### src/rtl/ssag_pkg.sv
// Shared types and constants for the strided scatter address generator.
package ssag_pkg;

  localparam int ELEM_W     = 64;
  localparam int OUT_ADDR_W = 48;
  localparam int BASE_W     = 48;
  localparam int CNT_REG_W  = 16;
  localparam int STRIDE_W   = 32;
  localparam int LG_W       = 2;
  localparam int CFG_DATA_W = 48;
  localparam int CFG_IDX_W  = 3;

  // Register indexes of the configuration port.
  localparam logic [CFG_IDX_W-1:0] REG_DST_BASE       = 3'd0;
  localparam logic [CFG_IDX_W-1:0] REG_ELEM_SIZE_LOG2 = 3'd1;
  localparam logic [CFG_IDX_W-1:0] REG_COUNT_OUTER    = 3'd2;
  localparam logic [CFG_IDX_W-1:0] REG_COUNT_MIDDLE   = 3'd3;
  localparam logic [CFG_IDX_W-1:0] REG_COUNT_INNER    = 3'd4;
  localparam logic [CFG_IDX_W-1:0] REG_STRIDE_OUTER   = 3'd5;
  localparam logic [CFG_IDX_W-1:0] REG_STRIDE_MIDDLE  = 3'd6;
  localparam logic [CFG_IDX_W-1:0] REG_STRIDE_INNER   = 3'd7;

  // Dimension numbering along the cell chain, inner first.
  localparam int DIM_INNER  = 0;
  localparam int DIM_MIDDLE = 1;
  localparam int DIM_OUTER  = 2;
  localparam int NUM_DIMS   = 3;

  // Per-dimension settings handed to one cell.
  typedef struct packed {
    logic [CNT_REG_W-1:0] count;
    logic [STRIDE_W-1:0]  stride;
    logic [LG_W-1:0]      size_log2;
  } cell_cfg_t;

endpackage

### src/rtl/ssag_elem_if.sv
// Channel carrying source elements into the block.
interface ssag_elem_if;
  import ssag_pkg::*;

  logic              valid;
  logic              ready;
  logic [ELEM_W-1:0] elem_data;

  modport source (output valid, output elem_data, input ready);
  modport sink (input valid, input elem_data, output ready);
endinterface

### src/rtl/ssag_result_if.sv
// Channel carrying elements with their destination addresses out of the block.
interface ssag_result_if;
  import ssag_pkg::*;

  logic                  valid;
  logic                  ready;
  logic [OUT_ADDR_W-1:0] dst_addr;
  logic [ELEM_W-1:0]     elem_out;
  logic                  last_elem;

  modport source (output valid, output dst_addr, output elem_out, output last_elem,
                  input ready);
  modport sink (input valid, input dst_addr, input elem_out, input last_elem,
                output ready);
endinterface

### src/rtl/ssag_cell.sv
// One dimension cell: position counter and byte offset, carry passed outward.
module ssag_cell #(
  parameter int ADDR_WIDTH  = 48,
  parameter int COUNT_WIDTH = 16
) (
  input  logic                  clk,
  input  logic                  rst,
  input  logic                  advance,
  input  ssag_pkg::cell_cfg_t   cfg,
  input  logic                  carry_in,
  output logic                  carry_out,
  output logic [ADDR_WIDTH-1:0] offset
);
  import ssag_pkg::*;

  logic [COUNT_WIDTH-1:0] pos;
  logic [COUNT_WIDTH-1:0] pos_next;
  logic [ADDR_WIDTH-1:0]  off;
  logic [ADDR_WIDTH-1:0]  off_next;

  logic [31:0]            cnt32;
  logic [COUNT_WIDTH-1:0] n_raw;
  logic [COUNT_WIDTH:0]   n_eff;
  logic [COUNT_WIDTH:0]   pos_inc;
  logic                   at_end;
  logic signed [63:0]     stride_ext;
  logic [63:0]            step_full;
  logic [ADDR_WIDTH-1:0]  step;

  always_comb begin
    cnt32   = 32'(cfg.count);
    n_raw   = cnt32[COUNT_WIDTH-1:0];
    // zero count behaves as one
    n_eff   = (n_raw == '0) ? (COUNT_WIDTH+1)'(1) : {1'b0, n_raw};
    pos_inc = {1'b0, pos} + (COUNT_WIDTH+1)'(1);
    at_end  = (pos_inc >= n_eff);
    carry_out = carry_in && at_end;

    stride_ext = 64'(signed'(cfg.stride));
    step_full  = 64'(stride_ext) << cfg.size_log2;
    step       = step_full[ADDR_WIDTH-1:0];

    pos_next = pos;
    off_next = off;
    if (advance && carry_in) begin
      if (at_end) begin
        pos_next = '0;
        off_next = '0;
      end else begin
        pos_next = pos_inc[COUNT_WIDTH-1:0];
        off_next = off + step;
      end
    end
  end

  always_ff @(posedge clk) begin
    if (rst) begin
      pos <= '0;
      off <= '0;
    end else begin
      pos <= pos_next;
      off <= off_next;
    end
  end

  assign offset = off;

endmodule

### src/rtl/strided_scatter_address_generator_unit.sv
// Top level of the strided scatter address generator.
// Takes one source element per request in row-major order and returns it with its
// destination byte address: dst_base plus, per dimension, position * stride * element
// size, modulo 2^ADDR_WIDTH, shown on the 48-bit dst_addr. A chain of MAX_DIMS
// cells (inner first) holds the positions and offsets; a wrap of one cell carries
// into the next, and last_elem marks the element whose carry leaves the outermost
// cell, after which every cell is back at zero. Throughput is one element per clock
// unless result.ready stalls it; each result shows in the cycle after its request is
// accepted, from a single output register fed by the carry ripple and base+offset sum.
// Configuration writes go to cfg_index/cfg_data with cfg_we; write only when idle.
module strided_scatter_address_generator_unit #(
  parameter int MAX_DIMS    = 3,
  parameter int ADDR_WIDTH  = 48,
  parameter int COUNT_WIDTH = 16
) (
  input  logic                                clk,
  input  logic                                rst,
  input  logic                                cfg_we,
  input  logic [ssag_pkg::CFG_IDX_W-1:0]      cfg_index,
  input  logic [ssag_pkg::CFG_DATA_W-1:0]     cfg_data,
  ssag_elem_if.sink                           elem,
  ssag_result_if.source                       result
);
  import ssag_pkg::*;

  logic [BASE_W-1:0]    dst_base;
  logic [LG_W-1:0]      elem_size_log2;
  logic [CNT_REG_W-1:0] count_reg [NUM_DIMS];
  logic [STRIDE_W-1:0]  stride_reg [NUM_DIMS];

  cell_cfg_t             cell_cfg [MAX_DIMS];
  logic                  carry [MAX_DIMS+1];
  logic [ADDR_WIDTH-1:0] offs [MAX_DIMS];
  logic [ADDR_WIDTH-1:0] addr_sum;
  logic [ADDR_WIDTH-1:0] offs_or;
  logic                  accept;

  logic                  out_valid;
  logic [OUT_ADDR_W-1:0] out_addr;
  logic [ELEM_W-1:0]     out_elem;
  logic                  out_last;

  // configuration registers
  always_ff @(posedge clk) begin
    if (rst) begin
      dst_base               <= '0;
      elem_size_log2         <= '0;
      count_reg[DIM_OUTER]   <= CNT_REG_W'(1);
      count_reg[DIM_MIDDLE]  <= CNT_REG_W'(1);
      count_reg[DIM_INNER]   <= CNT_REG_W'(1);
      stride_reg[DIM_OUTER]  <= '0;
      stride_reg[DIM_MIDDLE] <= '0;
      stride_reg[DIM_INNER]  <= STRIDE_W'(1);
    end else if (cfg_we) begin
      case (cfg_index)
        REG_DST_BASE:       dst_base               <= cfg_data[BASE_W-1:0];
        REG_ELEM_SIZE_LOG2: elem_size_log2         <= cfg_data[LG_W-1:0];
        REG_COUNT_OUTER:    count_reg[DIM_OUTER]   <= cfg_data[CNT_REG_W-1:0];
        REG_COUNT_MIDDLE:   count_reg[DIM_MIDDLE]  <= cfg_data[CNT_REG_W-1:0];
        REG_COUNT_INNER:    count_reg[DIM_INNER]   <= cfg_data[CNT_REG_W-1:0];
        REG_STRIDE_OUTER:   stride_reg[DIM_OUTER]  <= cfg_data[STRIDE_W-1:0];
        REG_STRIDE_MIDDLE:  stride_reg[DIM_MIDDLE] <= cfg_data[STRIDE_W-1:0];
        REG_STRIDE_INNER:   stride_reg[DIM_INNER]  <= cfg_data[STRIDE_W-1:0];
        default: ;
      endcase
    end
  end

  assign accept     = elem.valid && elem.ready;
  assign elem.ready = !out_valid || result.ready;

  // inner cell steps on every accepted element; each wrap carries outward
  assign carry[0] = 1'b1;

  for (genvar d = 0; d < MAX_DIMS; d++) begin : g_cell
    always_comb begin
      cell_cfg[d].count     = count_reg[d];
      cell_cfg[d].stride    = stride_reg[d];
      cell_cfg[d].size_log2 = elem_size_log2;
    end

    ssag_cell #(
      .ADDR_WIDTH  (ADDR_WIDTH),
      .COUNT_WIDTH (COUNT_WIDTH)
    ) u_cell (
      .clk       (clk),
      .rst       (rst),
      .advance   (accept),
      .cfg       (cell_cfg[d]),
      .carry_in  (carry[d]),
      .carry_out (carry[d+1]),
      .offset    (offs[d])
    );
  end

  always_comb begin
    addr_sum = ADDR_WIDTH'(dst_base);
    offs_or  = '0;
    for (int d = 0; d < MAX_DIMS; d++) begin
      addr_sum = addr_sum + offs[d];
      offs_or  = offs_or | offs[d];
    end
  end

  // output register
  always_ff @(posedge clk) begin
    if (rst) begin
      out_valid <= 1'b0;
    end else if (elem.ready) begin
      out_valid <= elem.valid;
    end
  end

  always_ff @(posedge clk) begin
    if (accept) begin
      out_addr <= OUT_ADDR_W'(addr_sum);
      out_elem <= elem.elem_data;
      out_last <= carry[MAX_DIMS];
    end
  end

  assign result.valid     = out_valid;
  assign result.dst_addr  = out_addr;
  assign result.elem_out  = out_elem;
  assign result.last_elem = out_last;

`ifndef SYNTHESIS
  a_wrap_clears_offsets: assert property (@(posedge clk) disable iff (rst)
    accept && carry[MAX_DIMS] |=> offs_or == '0)
    else $error("offsets not cleared after final element");

  a_last_follows_wrap: assert property (@(posedge clk) disable iff (rst)
    accept && carry[MAX_DIMS] |=> result.valid && result.last_elem)
    else $error("final element not flagged");

  a_request_yields_result: assert property (@(posedge clk) disable iff (rst)
    accept |=> result.valid)
    else $error("accepted request produced no result");
`endif

endmodule

### src/flat_wrapper.sv
// flat-port wrapper written by rule: the top's interface ports become plain ports
module strided_scatter_address_generator_unit_flat import ssag_pkg::*;
#(
  parameter int MAX_DIMS    = 3,
  parameter int ADDR_WIDTH  = 48,
  parameter int COUNT_WIDTH = 16
)
  (clk, rst, cfg_we, cfg_index, cfg_data, elem_valid, elem_elem_data, elem_ready, result_valid, result_dst_addr, result_elem_out, result_last_elem, result_ready);
  ssag_elem_if elem_i ();
  ssag_result_if result_i ();
  input  logic clk;
  input  logic rst;
  input  logic cfg_we;
  input  logic [ssag_pkg::CFG_IDX_W-1:0] cfg_index;
  input  logic [ssag_pkg::CFG_DATA_W-1:0] cfg_data;
  input wire logic [$bits(elem_i.valid)-1:0] elem_valid;
  input wire logic [$bits(elem_i.elem_data)-1:0] elem_elem_data;
  output wire logic [$bits(elem_i.ready)-1:0] elem_ready;
  output wire logic [$bits(result_i.valid)-1:0] result_valid;
  output wire logic [$bits(result_i.dst_addr)-1:0] result_dst_addr;
  output wire logic [$bits(result_i.elem_out)-1:0] result_elem_out;
  output wire logic [$bits(result_i.last_elem)-1:0] result_last_elem;
  input wire logic [$bits(result_i.ready)-1:0] result_ready;
  assign elem_i.valid = elem_valid;
  assign elem_i.elem_data = elem_elem_data;
  assign elem_ready = elem_i.ready;
  assign result_valid = result_i.valid;
  assign result_dst_addr = result_i.dst_addr;
  assign result_elem_out = result_i.elem_out;
  assign result_last_elem = result_i.last_elem;
  assign result_i.ready = result_ready;
  strided_scatter_address_generator_unit #(.MAX_DIMS(MAX_DIMS), .ADDR_WIDTH(ADDR_WIDTH), .COUNT_WIDTH(COUNT_WIDTH)) u_core (.clk(clk), .rst(rst), .cfg_we(cfg_we), .cfg_index(cfg_index), .cfg_data(cfg_data), .elem(elem_i), .result(result_i));
endmodule
### config.mk
export PLATFORM = sky130hd
export DESIGN_NAME = strided_scatter_address_generator_unit_flat
export DESIGN_NICKNAME = d
export VERILOG_FILES = /design/src/rtl/ssag_pkg.sv /design/src/rtl/ssag_elem_if.sv /design/src/rtl/ssag_result_if.sv /design/src/rtl/ssag_cell.sv /design/src/rtl/strided_scatter_address_generator_unit.sv /design/src/flat_wrapper.sv
export SDC_FILE = /design/constraint.sdc
export NUM_CORES = 1
export LEC_CHECK = 0
export ABC_AREA = 1
export BUFFER_PORTS_ARGS = -buffer_cell sky130_fd_sc_hd__buf_2
export CELL_PAD_IN_SITES_DETAIL_PLACEMENT = 1
export CELL_PAD_IN_SITES_GLOBAL_PLACEMENT = 1
export CORE_MARGIN = 2
export CORE_UTILIZATION = 46
export CTS_CLUSTER_DIAMETER = 100
export DETAILED_ROUTE_END_ITERATION = 8
export PLACE_DENSITY_LB_ADDON = 0.08
export SETUP_SLACK_MARGIN = 0.2
export SYNTH_ARGS = -nofsm -noshare
export SYNTH_HDL_FRONTEND = slang
export SYNTH_SLANG_ARGS = --single-unit
### constraint.sdc
create_clock -name clk -period 5.7 [get_ports clk]
set_input_delay 0.57 -clock clk [delete_from_list [all_inputs] [get_ports clk]]
set_output_delay 0.57 -clock clk [all_outputs]
set_load 0.1 [all_outputs]
# Word-level counts from Yosys, hierarchy flattened
# Memories as Yosys holds them, arrays and structs flattened.
# Cells that the tools add are included.
[op_classes]
n_eq_ne = 7
div = 0
shift = 3
reduce_logical = 13
mux = 41
n_bitwise = 6
n_lt_le_gt_ge = 3
multipliers = 0
addsub = 9
[ops]
columns = ["operator", "count"]
rows = [
  ["$add 48x48->48", 6],
  ["$shl 64x2->48", 3],
  ["$mux 16", 9],
  ["$mux 48", 3],
  ["$mux 32", 3],
  ["$add 16x1->17 const B", 3],
  ["$ge 17x16->1", 3],
  ["$logic_not 16->1", 3],
  ["$mux 1", 26],
  ["$eq 3x3->1 const B", 4],
  ["$eq 3x2->1 const B", 2],
  ["$or 1x1->1", 6],
  ["$logic_and 1x1->1", 5],
  ["$reduce_and 2->1", 2],
  ["$eq 3x1->1 const B", 1],
  ["$logic_not 3->1", 1],
  ["$logic_not 1->1", 1],
  ["$logic_or 1x1->1", 1],
]
[word_totals]
input_bits = 120
n_memories = 2
ram_bits = 144
ff_bits = 356
elab_cells = 96
out_inout_bits = 115
rom_bits = 0
latch_bits = 0
[memory_table]
columns = ["name", "depth", "word_bits", "read_ports", "rd_clocked_by_memory_dff", "write_ports", "line", "source"]
rows = [
  ["u_core.stride_reg", 3, 32, 3, 0, 3, "strided_scatter_address_generator_unit.sv:29", "logic [STRIDE_W-1:0] stride_reg [NUM_DIMS];"],
  ["u_core.count_reg", 3, 16, 3, 0, 3, "strided_scatter_address_generator_unit.sv:28", "logic [CNT_REG_W-1:0] count_reg [NUM_DIMS];"],
]

# Longest topological paths before layout
# Gate-level depths: netlist of the first run.
[depth]
ltp_word = 6
depth_mapped = 25
ltp_nobuf = 24

# Hierarchy
# Synthesis of the first run repeated with hierarchy kept, for this count alone.
[hier_totals]
cells_unflattened = 6126
hier_area_um2 = 41195.8
[modules_own_cells]
columns = ["module", "n_inst", "area_per_inst_um2", "seq_area_each_um2", "cells_per_inst"]
rows = [
  ["strided_scatter_address_generator_unit", 1, 17227.8, 8738.4, 1881],
  ["ssag_cell (u_core.g_cell[1].u_cell)", 1, 8355.5, 1281.2, 1506],
  ["ssag_cell (u_core.g_cell[2].u_cell)", 1, 7837.5, 1281.2, 1369],
  ["ssag_cell (u_core.g_cell[0].u_cell)", 1, 7775.0, 1281.2, 1370],
]

# Least setup slack after synthesis of the first run
# OpenSTA, ideal clock, no wires.
[synth_timing]
path_kind = "register to register"
from = "register u_core.out_valid, in the netlist u_core.result.valid"
to = "register u_core.g_cell[1].u_cell.off[45]"
path_stages_with_launch = 9
arrival_ns = 6.154
synth_period_minus_slack_ns = 6.225
setup_slack_ns = -0.525
path_buffers = 2
required_time_ns = 5.629
setup_time_ns = 0.071
cell_sequence = "dfxtp_1 nand2_1 nand2_1 clkinv_1 nand2_2 buf_2 buf_2 nand2_1 a21oi_1"
[synth_between]
elab_chain_len = 4
[synth_lines]
columns = ["item", "line", "source"]
rows = [
  ["from (decl)", "strided_scatter_address_generator_unit.sv:38", "logic out_valid;"],
  ["from (signal assigned)", "strided_scatter_address_generator_unit.sv:110", "out_valid <= elem.valid;"],
  ["$logic_not 1->1", "strided_scatter_address_generator_unit.sv:70", "assign elem.ready = !out_valid || result.ready;"],
  ["$logic_or 1x1->1", "strided_scatter_address_generator_unit.sv:70", ""],
  ["named net elem_ready", "flat_wrapper.sv:18", "output wire logic [$bits(elem_i.ready)-1:0] elem_ready;"],
  ["$logic_and 1x1->1", "strided_scatter_address_generator_unit.sv:69", "assign accept = elem.valid && elem.ready;"],
  ["named net u_core.accept", "strided_scatter_address_generator_unit.sv:36", "logic accept;"],
  ["$logic_and 1x1->1", "ssag_cell.sv:45", "if (advance && carry_in) begin"],
  ["to (signal assigned)", "ssag_cell.sv:62", "off <= off_next;"],
  ["to (decl)", "ssag_cell.sv:18", "logic [ADDR_WIDTH-1:0] off;"],
]
# The timed path passes the listed nets, and every way through them passes these cells.
# A chain may end at the register's enable or synchronous reset.

# Worst setup path after layout of the first run
[layout_timing]
from = "register u_core.g_cell[2].u_cell.off[1]"
to = "register u_core.out_addr[33], in the netlist u_core.result.dst_addr[33] (data pin)"
[layout_between]
elab_chain_len = 1
[layout_lines]
columns = ["item", "line", "source"]
rows = [
  ["from (decl)", "ssag_cell.sv:18", ""],
  ["from (signal assigned)", "ssag_cell.sv:62", ""],
  ["$add 48x48->48", "strided_scatter_address_generator_unit.sv:100", "addr_sum = addr_sum + offs[d];"],
  ["named net u_core.addr_sum[33]", "strided_scatter_address_generator_unit.sv:34", "logic [ADDR_WIDTH-1:0] addr_sum;"],
  ["to (signal assigned)", "strided_scatter_address_generator_unit.sv:116", "out_addr <= OUT_ADDR_W'(addr_sum);"],
  ["to (decl)", "strided_scatter_address_generator_unit.sv:39", "logic [OUT_ADDR_W-1:0] out_addr;"],
]
# The timed path passes the listed nets, and every way through them passes these cells.

==> parameters.txt, run 1 <==
Parameter                              Value

Outcome
  Status    completed

Power
  Switching power as a share of total power    35.4%
  Combinational power share    24.1%
  Clock group share of total power    37.6%
  Reported net switching power    slightly below 0.004 W
  Leak Pwr    20.9 nW
  Sequential power share    38.3%
  Total power per unit cell area    251 nW/µm²
  Largest voltage drop on the vdd net    268 µV
  Pint    0.00704 W

Logic synthesis
  Library cell occupying the most area in the post-synthesis netlist    edfxtp_1
  Cell area after technology mapping    39100 µm²
  Top_reg_cell synth    edfxtp_1
  Avg Cell Area, Syn    7.00 µm²
  Synth area leaders    edfxtp_1 (20%), nand2_1 (14%), dfxtp_1 (12%)
  EDFF count, synth    around 260
  Number of warnings issued by yosys    0
  Seq/Total Area, Yosys    32.2%
  Seq cells post-synth    500
  Mapped Cells    approximately 5600
  Share of Yosys cell area claimed by the top area cell type    19.7%
  Synth Net Count    6044
  Number of distinct library cells after synthesis    46
  Asr flop ratio synth    0%

Setup path
  Slack of the worst reg-to-reg path    approximately 1400 ps
  Count of buffer and inverter cells on the critical path    4
  Data arrival time at the worst-slack endpoint    4720 ps
  Critical Path Fanout Max    6
  Startpoint type of the worst setup path    register
  Slowest cell on the critical path    fa_1
  Chain of cells forming the critical path    inv_1 > fa_1 > inv_1 > fa_1 > ha_1 > inv_1 > fa_1 > inv_1 > nand3_1 > nand2_1 > nand3_1 > nand3_1 > a21oi_1 > o21ai_0 > xor2_1
  Largest stage delay, worst path    ~550 ps
  CP dominant cell by count    inv_1
  RR Startpoint    u_core.g_cell[2].u_cell.offset[1]
  Delay-heaviest family, CP    adder cells
  Required @ worst endpoint    6100 ps
  Critical register-to-register path endpoint    u_core.result.dst_addr[33]
  Kind of critical path    reg2reg
  Cell depth of the worst flop-to-flop path    15
  Crit path capture type    register

Routing
  Count of TritonRoute iterations in the first routing pass    5
  Initial detailed-routing violation count    2481
  Vias post-DR    37700
  # DRC    0
  Average routed wire per standard cell    21.8 µm
  Vias per inst    ~5.4
  Number of nets still failing antenna checks after routing    0
  Final wirelength    around 150 mm

STA
  Final hold slack    75.9 ps
  Final worst-path cycle share    75.9%
  Final setup violation count    0
  Number of hold violations in the final report    0
  Max-slew headroom at the worst pin    30.7%
  Worst-Margin Slew    approximately 1000 ps
  Unrepaired setup endpoints after global routing    false
  Count of pins over their slew limit    0
  Shortest clock period the worst path allows after layout    4320 ps
  Maximum clock frequency    between 200 and 250 MHz
  Worst setup skew after layout    50.7 ps
  Accumulated negative setup slack    0 ps

Clock tree
  Clock transition at the registers of the reported paths    70 ps
  Clock tree from TritonCTS    yes
  Maximum clock path buffer count    3
  TritonCTS sink count    500
  Source-to-sink clock delay at the later pin of the worst-skew pair    670 ps
  Root buf cell    clkbuf_16
  Hold-fix buffer count after cts    0
  Post-cts sizing count    0
  Number of setup buffers added after CTS    0
  Num CTS Buffers    59
  Deepest level of the CTS H-tree    2

Worst hold path
  Hold Crit Class    in2reg
  Hold Crit Start    elem_elem_data[41]
  Destination of the worst hold path    u_core.result.elem_out[41]
  WHS Path Cells    1

Place
  Placer Congestion    0.960
  Sum of net half-perimeters after detailed placement    122 mm
  Number of input and output port buffers inserted    234

Finish
  Fraction of layout instances using a drive strength above 1    6.81%
  Max FFs per register    144
  Area added between synthesis and finish    11.2%
  Multi-input combinational cell area    22200 µm²
  Reg area    12600 µm²
  Net total in the final layout    6238
  Count of filler cells inserted in the layout    11100

Global routing
  Wire length of the first global-routing pass    227 mm
  Pin count of the biggest net entering global routing    105
  Total grt overflow    0
  Via count of the first global-routing pass    38800
  Total global routing track utilization    34.3%
  Number of antenna violations at the first check in global routing    4

Floorplan
  IO Pins    roughly 240
  Initial standard-cell utilization of the core    46.6%
  Die span in x    296 µm
  Core region area    84000 µm²
  Vertical die dimension    296 µm
  Area of the die    between 80000 and 90000 µm²
  Std cell rows    roughly 110

Job
  Max-cap violations    0
## metrics by stage
stage / total power (W) / instances / utilization, % / cell area, µm² / setup WS [ps]
after floorplan: 0.00604 / 5588 / - / 39100 / 974
after global placement: 0.00676 / 6855 / 49.3 / 41400 / 1630
after detailed placement: 0.00683 / 6855 / 49.3 / 41400 / 1420
after CTS: 0.0109 / 6967 / 51.8 / 43500 / 1350
after global routing: 0.0113 / 6967 / 51.8 / 43500 / 997
final: 0.0109 / 6968 / 51.8 / 43500 / 1380
## logic make-up after synthesis
kind of cell,Yosys count,share of synthesized area (%)
flops,500,32.2
xor+xnor,160,3.58
mux,168,4.30
fa+ha+maj,336,12.6
buf+inv,1134,11.0
simple gates,2679,27.9
compound gates,611,8.39
## synth_stat cells, types with 32 or more instances
cell and n:
o21ai_0 171, ha_1 239, xnor2_1 58, dfxtp_1 243, inv_1 1003, edfxtp_1 257
clkbuf_1 75, nand3_1 345, fa_1 97, o21bai_1 32, nor2_1 663, nand2_1 1510
a21oi_1 347, nand4_1 37, nor3_1 46, xor2_1 102, mux2i_1 168
## cell type report
type	instances	share of cell area, %
repair buffers	258	3.17
multi-input cells	3954	51.1
clock inverters	39	1.05
well taps	1134	3.26
flip-flops and latches	500	28.9
clock buffers	73	3.75
inverters	1009	8.73
diodes	1	0.00575
## metal layers
layer	wire length, µm	GRT usage [%]	vias to the layer above	share of wire [%]
met4	7080	14.4	0	4.7
met5	0	0	-	0
met1	64000	43.5	18400	42
met2	71500	59.1	1031	47
met3	8950	4.05	251	5.9
li1	-	-	18100	-
## how the worst max path moves through the flow
stage	start	end	slack, ps	cells after the start
global placement	u_core.g_cell[2].u_cell.offset[1]	u_core.result.dst_addr[33]	1630	15
detailed placement	u_core.g_cell[1].u_cell.pos[0]	u_core.g_cell[2].u_cell.pos[1]	1420	20
floorplan	u_core.result.valid	u_core.g_cell[1].u_cell.offset[45]	970	8
CTS	u_core.g_cell[0].u_cell.pos[0]	u_core.g_cell[1].u_cell.offset[17]	1350	20
finish	u_core.g_cell[2].u_cell.offset[1]	u_core.result.dst_addr[33]	1380	15
global route	u_core.g_cell[0].u_cell.pos[0]	u_core.g_cell[1].u_cell.offset[17]	1000	20
## power by group through the flow
stage,clock [W],sequential (W),combinational (W)
after global routing,0.00427,0.00419,0.00283
after detailed placement,0,0.00425,0.00258
after CTS,0.00415,0.00417,0.00260
final,0.00410,0.00417,0.00263
after global placement,0,0.00423,0.00253
after floorplan,0,0.00470,0.00134
## cells in the final DEF, fill, tap and decap left out, types with 8 or more instances in the layout
| cell | count |
|---|---|
| nand4_1 | 37 |
| o21bai_1 | 32 |
| o21ai_0 | 169 |
| edfxtp_1 | 257 |
| dfxtp_1 | 241 |
| nor2_1 | 663 |
| a31oi_1 | 21 |
| fa_1 | 97 |
| inv_1 | 1002 |
| xnor2_1 | 58 |
| or2_2 | 8 |
| a21o_1 | 18 |
| a21oi_1 | 347 |
| nor3_1 | 46 |
| buf_4 | 23 |
| clkinvlp_4 | 9 |
| mux2i_1 | 168 |
| nand3b_1 | 30 |
| nor4_1 | 20 |
| nand3_1 | 345 |
| ha_1 | 239 |
| buf_2 | 233 |
| clkbuf_16 | 61 |
| xor2_1 | 102 |
| clkinv_2 | 10 |
| nand2_1 | 1508 |
(Power assumes the default switching activity.)
==> inputs of run 2 (changes only) <==
ABC_AREA = 0   (was 1)
CORE_UTILIZATION = 48   (was 46)
clock period = 4.5 ns   (was 5.7 ns; I/O delays follow)
==> run 2 against run 1 <==
Compared with the run above: wire length down 22%; design area fell by 6.9%; core utilization increased by 5.2 points.
==> parameters.txt, run 2 <==
Parameter                              Value

Finish
  Layout Cell Area excl Fill    40500 µm²
  # diodes    0
  Fraction of layout instances using a drive strength above 1    18.0%
  Post-route non-filler standard cell count    4954
  Commonest non-fill, non-tap cell in the layout    inv_1
  Area added between synthesis and finish    18.1%
  Net total in the final layout    4410
  Max FFs per register    144
  Commonest cells after routing, fill and taps aside    inv_1 (351), a21oi_1 (310), nand2_1 (301)

Global routing
  Via count of the first global-routing pass    31100
  Total global routing track utilization    31.6%
  Pin count of the biggest net entering global routing    115
  Total grt overflow    0
  Wire length of the first global-routing pass    181 mm
  Number of antenna violations at the first check in global routing    3

Setup path
  CP dominant cell by count    inv_1
  Required @ worst endpoint    between 4000 and 5000 ps
  Largest stage delay, worst path    590 ps
  Crit path capture type    register
  RR Startpoint    u_core.g_cell[1].u_cell.offset[19]
  Slack of the worst reg-to-reg path    250 ps
  Kind of critical path    reg2reg
  Slowest cell on the critical path    fa_2
  Data arrival time at the worst-slack endpoint    4610 ps
  Cell depth of the worst flop-to-flop path    17
  Chain of cells forming the critical path    inv_1 > fa_1 > fa_2 > inv_1 > ha_1 > buf_4 > a21oi_2 > o21ai_1 > a21oi_1 > o21bai_1 > a21o_1 > a221o_1 > a31o_4 > a211oi_4 > buf_6 > o21ai_0 > xor2_1
  Startpoint type of the worst setup path    register
  Critical Path Fanout Max    8
  Critical register-to-register path endpoint    u_core.result.dst_addr[46]

Place
  Cell area after placement    37200 µm²
  Number of input and output port buffers inserted    around 230
  Pre-CTS WS    -81.8 ps
  Sum of net half-perimeters after detailed placement    around 89 mm
  Placer Congestion    around 0.93
  Placed Cells incl. Taps    4762

Routing
  Average routed wire per standard cell    23.8 µm
  Vias per inst    5.88
  # DRC    0
  Vias post-DR    approximately 29000
  Initial detailed-routing violation count    1706
  Count of TritonRoute iterations in the first routing pass    5
  Number of nets still failing antenna checks after routing    0
  Final wirelength    118 mm

Logic synthesis
  Mapped Cells    between 3000 and 4000
  Seq cells post-synth    500
  Leading cell type by number of instances after synthesis    inv_1
  EDFF count, synth    257
  Synth area leaders    edfxtp_1 (22%), dfxtp_1 (14%), ha_1 (8.7%)
  Library cell occupying the most area in the post-synthesis netlist    edfxtp_1
  Number of distinct library cells after synthesis    92
  Synth Area in Adders    14.4%
  Synth Area in Compound Gates    between 10% and 20%
  Most frequent cells after synthesis    inv_1 (357), a21oi_1 (325), nand2_1 (307)
  Asr flop ratio synth    0%
  Synth Net Count    4061
  Avg Cell Area, Syn    9.52 µm²
  Share of Yosys cell area claimed by the top area cell type    22.5%
  Seq/Total Area, Yosys    36.7%
  Number of warnings issued by yosys    0
  Area share of xor/xnor cells in the synthesized design    between 5 and 6%
  Simple-gate share of the synthesized area    between 10% and 20%
  Cell area after technology mapping    34300 µm²
  Largest family of logic cells by synthesized area    compound AO/OA/AOI/OAI gates
  Top_reg_cell synth    edfxtp_1
  Share of cell area taken by muxes after synthesis    6.02%

STA
  Number of hold violations in the final report    0
  Accumulated negative setup slack    0 ps
  Worst-Margin Slew    around 960 ps
  Count of pins over their slew limit    0
  Maximum clock frequency    235 MHz
  Post-route setup slack    245 ps
  Final setup violation count    0
  Max-slew headroom at the worst pin    36.3%
  Worst setup skew after layout    24.0 ps
  Final worst-path cycle share    94.6%
  Unrepaired setup endpoints after global routing    true
  Shortest clock period the worst path allows after layout    4250 ps

Power
  Clock group share of total power    38.1%
  Largest voltage drop on the vdd net    approximately 320 µV
  Pwr Total    between 0.01 and 0.015 W
  Switching power as a share of total power    32.5%
  Leak Pwr    approximately 17 nW
  Sequential power share    39.2%
  Reported net switching power    0.00437 W
  Pint    0.00908 W
  Total power per unit cell area    332 nW/µm²
  Combinational power share    22.7%

Floorplan
  IO Pins    235
  Vertical die dimension    around 270 µm
  Std cell rows    98
  Core region area    71100 µm²
  Die span in x    271 µm
  Initial standard-cell utilization of the core    about half
  Area of the die    73600 µm²

Worst hold path
  WHS Path Cells    3
  Hold Crit Start    cfg_data[42]
  Hold Crit Class    in2reg
  Destination of the worst hold path    u_core.dst_base[42]

Clock tree
  Clock transition at the registers of the reported paths    about 60 ps
  TritonCTS sink count    500
  Num CTS Buffers    60
  Clock tree from TritonCTS    yes
  Source-to-sink clock delay at the later pin of the worst-skew pair    640 ps
  Root buf cell    clkbuf_16
  Deepest level of the CTS H-tree    2
  Maximum clock path buffer count    3

Job
  Max-cap violations    0

Outcome
  Status    completed
==> run 2: changes by cell type after synthesis, sizes merged, moves of 35 or more <==
cell and change:
a21o +108, and2 +153, clkbuf +42, inv -651
mux2i -155, mux4 +84, nand2 -1206, nand3 -271
nor2 -465, o22ai +35, xnor2 +69
==> run 2: how the worst max path moves through the flow <==
stage                                        from  slack, ps                                 end
5_1_grt        u_core.g_cell[0].u_cell.offset[19]        120          u_core.result.dst_addr[46]
4_1_cts        u_core.g_cell[1].u_cell.offset[14]        160          u_core.result.dst_addr[44]
6_report       u_core.g_cell[1].u_cell.offset[19]        250          u_core.result.dst_addr[46]
3_3_place_gp    u_core.g_cell[2].u_cell.offset[1]        -20          u_core.result.dst_addr[47]
3_5_place_dp   u_core.g_cell[1].u_cell.offset[14]        -80          u_core.result.dst_addr[44]
2_1_floorplan            u_core.elem_size_log2[0]        320  u_core.g_cell[1].u_cell.offset[47]
==> run 2: cell families (layout without fill, tap and decap cells) <==
logic type / Yosys count / in the layout
and+or+nand+nor: 1027 / 1027
AOI/OAI and AO/OA: 908 / 908
buffers and inverters: 513 / 912
DFF: 500 / 500
adders and majority gates: 336 / 336
xor gates and xnor gates: 220 / 220
muxes: 101 / 101
==> run 2: power by group through the flow <==
stage	Sequential (W)	Clock, W	Combinational, W
detailed placement	0.00536	0	0.00291
global placement	0.00535	0	0.00283
CTS	0.00527	0.00521	0.00300
global route	0.00529	0.00536	0.00327
floorplan	0.00594	0	0.00147
finish	0.00527	0.00513	0.00305
==> run 2: repair_timing <==
item                                   4_1_cts  5_1_grt
pin swaps                                   11       22
gates resized for setup                     38       99
buffers inserted                             2       13
hold buffers                                64        0
setup endpoints to repair                   51      144
endpoints found under the hold margin       64        0
==> run 2: area by class of cell <==
cell class / count / area, µm²
fillers: 8096 / 30600
flip-flops and latches: 500 / 12600
repair buffers: 443 / 3070
clock inverters: 43 / 442
clock buffers: 69 / 1610
well taps: 950 / 1190
multi-input cells: 2592 / 20300
inverters: 357 / 1350
==> run 2: metrics by stage <==
stage / hold slack [ps] / util [%]
6_report: 61.6 / 57.0
3_3_place_gp: 444 / 52.3
4_1_cts: 22.5 / 56.3
3_5_place_dp: 450 / 52.3
2_1_floorplan: 436 / -
5_1_grt: 55.5 / 57.0
==> run 2: worst max-delay path, delay by kind of cell (launching register included) <==
kind	cells	cell delay [ps]
compound gates	9	1590
fa+ha+maj	3	1320
buf+inv	4	510
xor+xnor	1	190
flops	1	330
==> run 2: per-layer routing <==
layer | GRT usage, % | share of wire (%) | up-vias
li1 | - | - | 13500
met1 | 37.3 | 40 | 14700
met2 | 57.2 | 51 | 686
met3 | 3.26 | 3.5 | 258
met4 | 15.3 | 5.4 | 6
met5 | 0 | 0.030 | -
==> inputs of run 3 (changes only) <==
RECOVER_POWER = 25   (was default)
==> run 3 against run 2 <==
Compared with the run above: the run now ends with max-capacitance violations, max-slew violations left; core utilization down 0.067 points; final cell count unchanged; register-to-register slack about the same; clock skew shrank 3.4 ps; sequential share of layout area about the same; highest routed layer unchanged.
==> parameters.txt, run 3 (synthesis results as in run 2) <==
Parameter                              Value

Setup path
  Kind of critical path    reg2reg
  Required @ worst endpoint    roughly 4900 ps
  Count of buffer and inverter cells on the critical path    3
  Cell depth of the worst flop-to-flop path    16
  Chain of cells forming the critical path    inv_1 > fa_1 > fa_1 > inv_1 > ha_1 > a21o_1 > a21oi_1 > o21ai_1 > a21oi_2 > o21ai_0 > and2_1 > a31o_4 > a211oi_4 > buf_6 > o21ai_0 > xor2_1
  Launch point of the critical path    u_core.g_cell[2].u_cell.offset[2]
  Delay-heaviest family, CP    compound AO/OA/AOI/OAI gates
  Slowest cell on the critical path    fa_1
  Critical register-to-register path endpoint    u_core.result.dst_addr[46]
  Data arrival time at the worst-slack endpoint    4600 ps
  Largest stage delay, worst path    550 ps
  Startpoint type of the worst setup path    register
  Crit path capture type    register
  Critical Path Fanout Max    3
  Slack of the worst reg-to-reg path    250 ps
  RR Startpoint    u_core.g_cell[2].u_cell.offset[2]

Routing
  # DRC    0
  Number of nets still failing antenna checks after routing    0
  Final wirelength    around 120 mm
  Initial detailed-routing violation count    roughly 1600
  Average routed wire per standard cell    approximately 24 µm
  Vias post-DR    29100
  Count of TritonRoute iterations in the first routing pass    6
  Vias per inst    5.87

Floorplan
  Area of the die    73600 µm²
  Die span in x    271 µm
  IO Pins    roughly 240
  Core region area    71100 µm²
  Initial standard-cell utilization of the core    between 40 and 50%
  Std cell rows    98
  Vertical die dimension    271 µm

Global routing
  Number of antenna violations at the first check in global routing    3
  Total global routing track utilization    around a third
  Via count of the first global-routing pass    31100
  Pin count of the biggest net entering global routing    115
  Total grt overflow    0
  Wire length of the first global-routing pass    181 mm

Place
  Placer Congestion    0.929
  Pre-CTS WS    -81.8 ps
  Sum of net half-perimeters after detailed placement    88.9 mm
  Cell area after placement    37200 µm²
  Number of input and output port buffers inserted    around 230

Outcome
  Violated checks    max-capacitance violations, max-slew violations
  Status    finished with violations

Power
  Pwr Total    0.0134 W
  Total power per unit cell area    about 330 nW/µm²
  Largest voltage drop on the vdd net    316 µV
  Leak Pwr    17.1 nW

Clock tree
  Maximum clock path buffer count    3
  TritonCTS sink count    500
  Clock transition at the registers of the reported paths    60 ps
  Source-to-sink clock delay at the later pin of the worst-skew pair    around 640 ps
  Clock tree from TritonCTS    yes
  Root buf cell    clkbuf_16
  Deepest level of the CTS H-tree    2
  Num CTS Buffers    60

STA
  Worst setup skew after layout    20.6 ps
  Maximum clock frequency    235 MHz
  Unrepaired setup endpoints after global routing    true
  Final setup violation count    0
  Count of pins over their slew limit    between 80 and 90
  Number of hold violations in the final report    0
  Post-route setup slack    252 ps
  Max-slew headroom at the worst pin    -108%
  Final worst-path cycle share    a little over nine tenths
  Shortest clock period the worst path allows after layout    between 4000 and 5000 ps
  Worst-Margin Slew    3120 ps

Job
  Max-cap violations    2

Worst hold path
  Hold Crit Class    in2reg
  Hold Crit Start    elem_valid
  WHS Path Cells    3
  Destination of the worst hold path    u_core.result.valid

Finish
  Net total in the final layout    4410
  Commonest cells after routing, fill and taps aside    inv_1 (351), a21oi_1 (310), nand2_1 (302)
  # diodes    0
  Layout Cell Area excl Fill    about 40000 µm²
  Commonest non-fill, non-tap cell in the layout    inv_1
  Max FFs per register    144
  Area added between synthesis and finish    17.9%
  Fraction of layout instances using a drive strength above 1    17.6%
run 3: stage by stage:
stage               hold WS [ps]  TNS [ps]  instances  utilization [%]
global route                55.5         0       4954             56.9
finish                      54.7         0       4954             56.9
floorplan                    436         0       3605                -
CTS                         22.5         0       4940             56.3
global placement             444     -20.7       4762             52.3
detailed placement           450      -242       4762             52.3
run 3: where the power goes:
group	total, W	internal, W	switching, W
Clock	0.00513	0.00301	0.00211
Combinational	0.00305	0.000979	0.00207
Sequential	0.00527	0.00508	0.000189
Total	0.0134	0.00907	0.00437
run 3: area by class of cell:
class                   count  area [µm²]
repair buffers            443        3040
well taps                 950        1190
multi-input cells        2592       20200
inverters                 357        1340
fillers                  8103       30700
flip-flops and latches    500       12600
clock inverters            43         442
clock buffers              69        1610
run 3: timing repair:
item,CTS,global route
pin swaps,11,22
resized for setup,38,99
hold buffers,64,0
endpoints found under the hold margin,64,0
buffers inserted,2,13
endpoints found under the setup margin,51,144
run 3: worst max-delay path by stage:
stage,to,cells past startpoint
CTS,u_core.result.dst_addr[44],15
floorplan,u_core.g_cell[1].u_cell.offset[47],16
finish,u_core.result.dst_addr[46],16
detailed placement,u_core.result.dst_addr[44],15
global route,u_core.g_cell[2].u_cell.offset[47],17
global placement,u_core.result.dst_addr[47],19
run 3: metal layers:
layer	part of all wire (%)	routed length [µm]	global-route usage [%]
met5	0.030	35	0
met4	5.4	6380	15.3
met3	3.6	4300	3.26
met2	51	60500	57.2
met1	40	46800	37.3
run 3: worst register-to-register path: stages, from the launching register on:
cell	delay, ps
dfxtp_1	350
inv_1	80
fa_1	490
fa_1	550
inv_1	60
ha_1	270
a21o_1	200
a21oi_1	220
o21ai_1	170
a21oi_2	220
o21ai_0	110
and2_1	220
a31o_4	300
a211oi_4	290
buf_6	150
o21ai_0	120
xor2_1	190
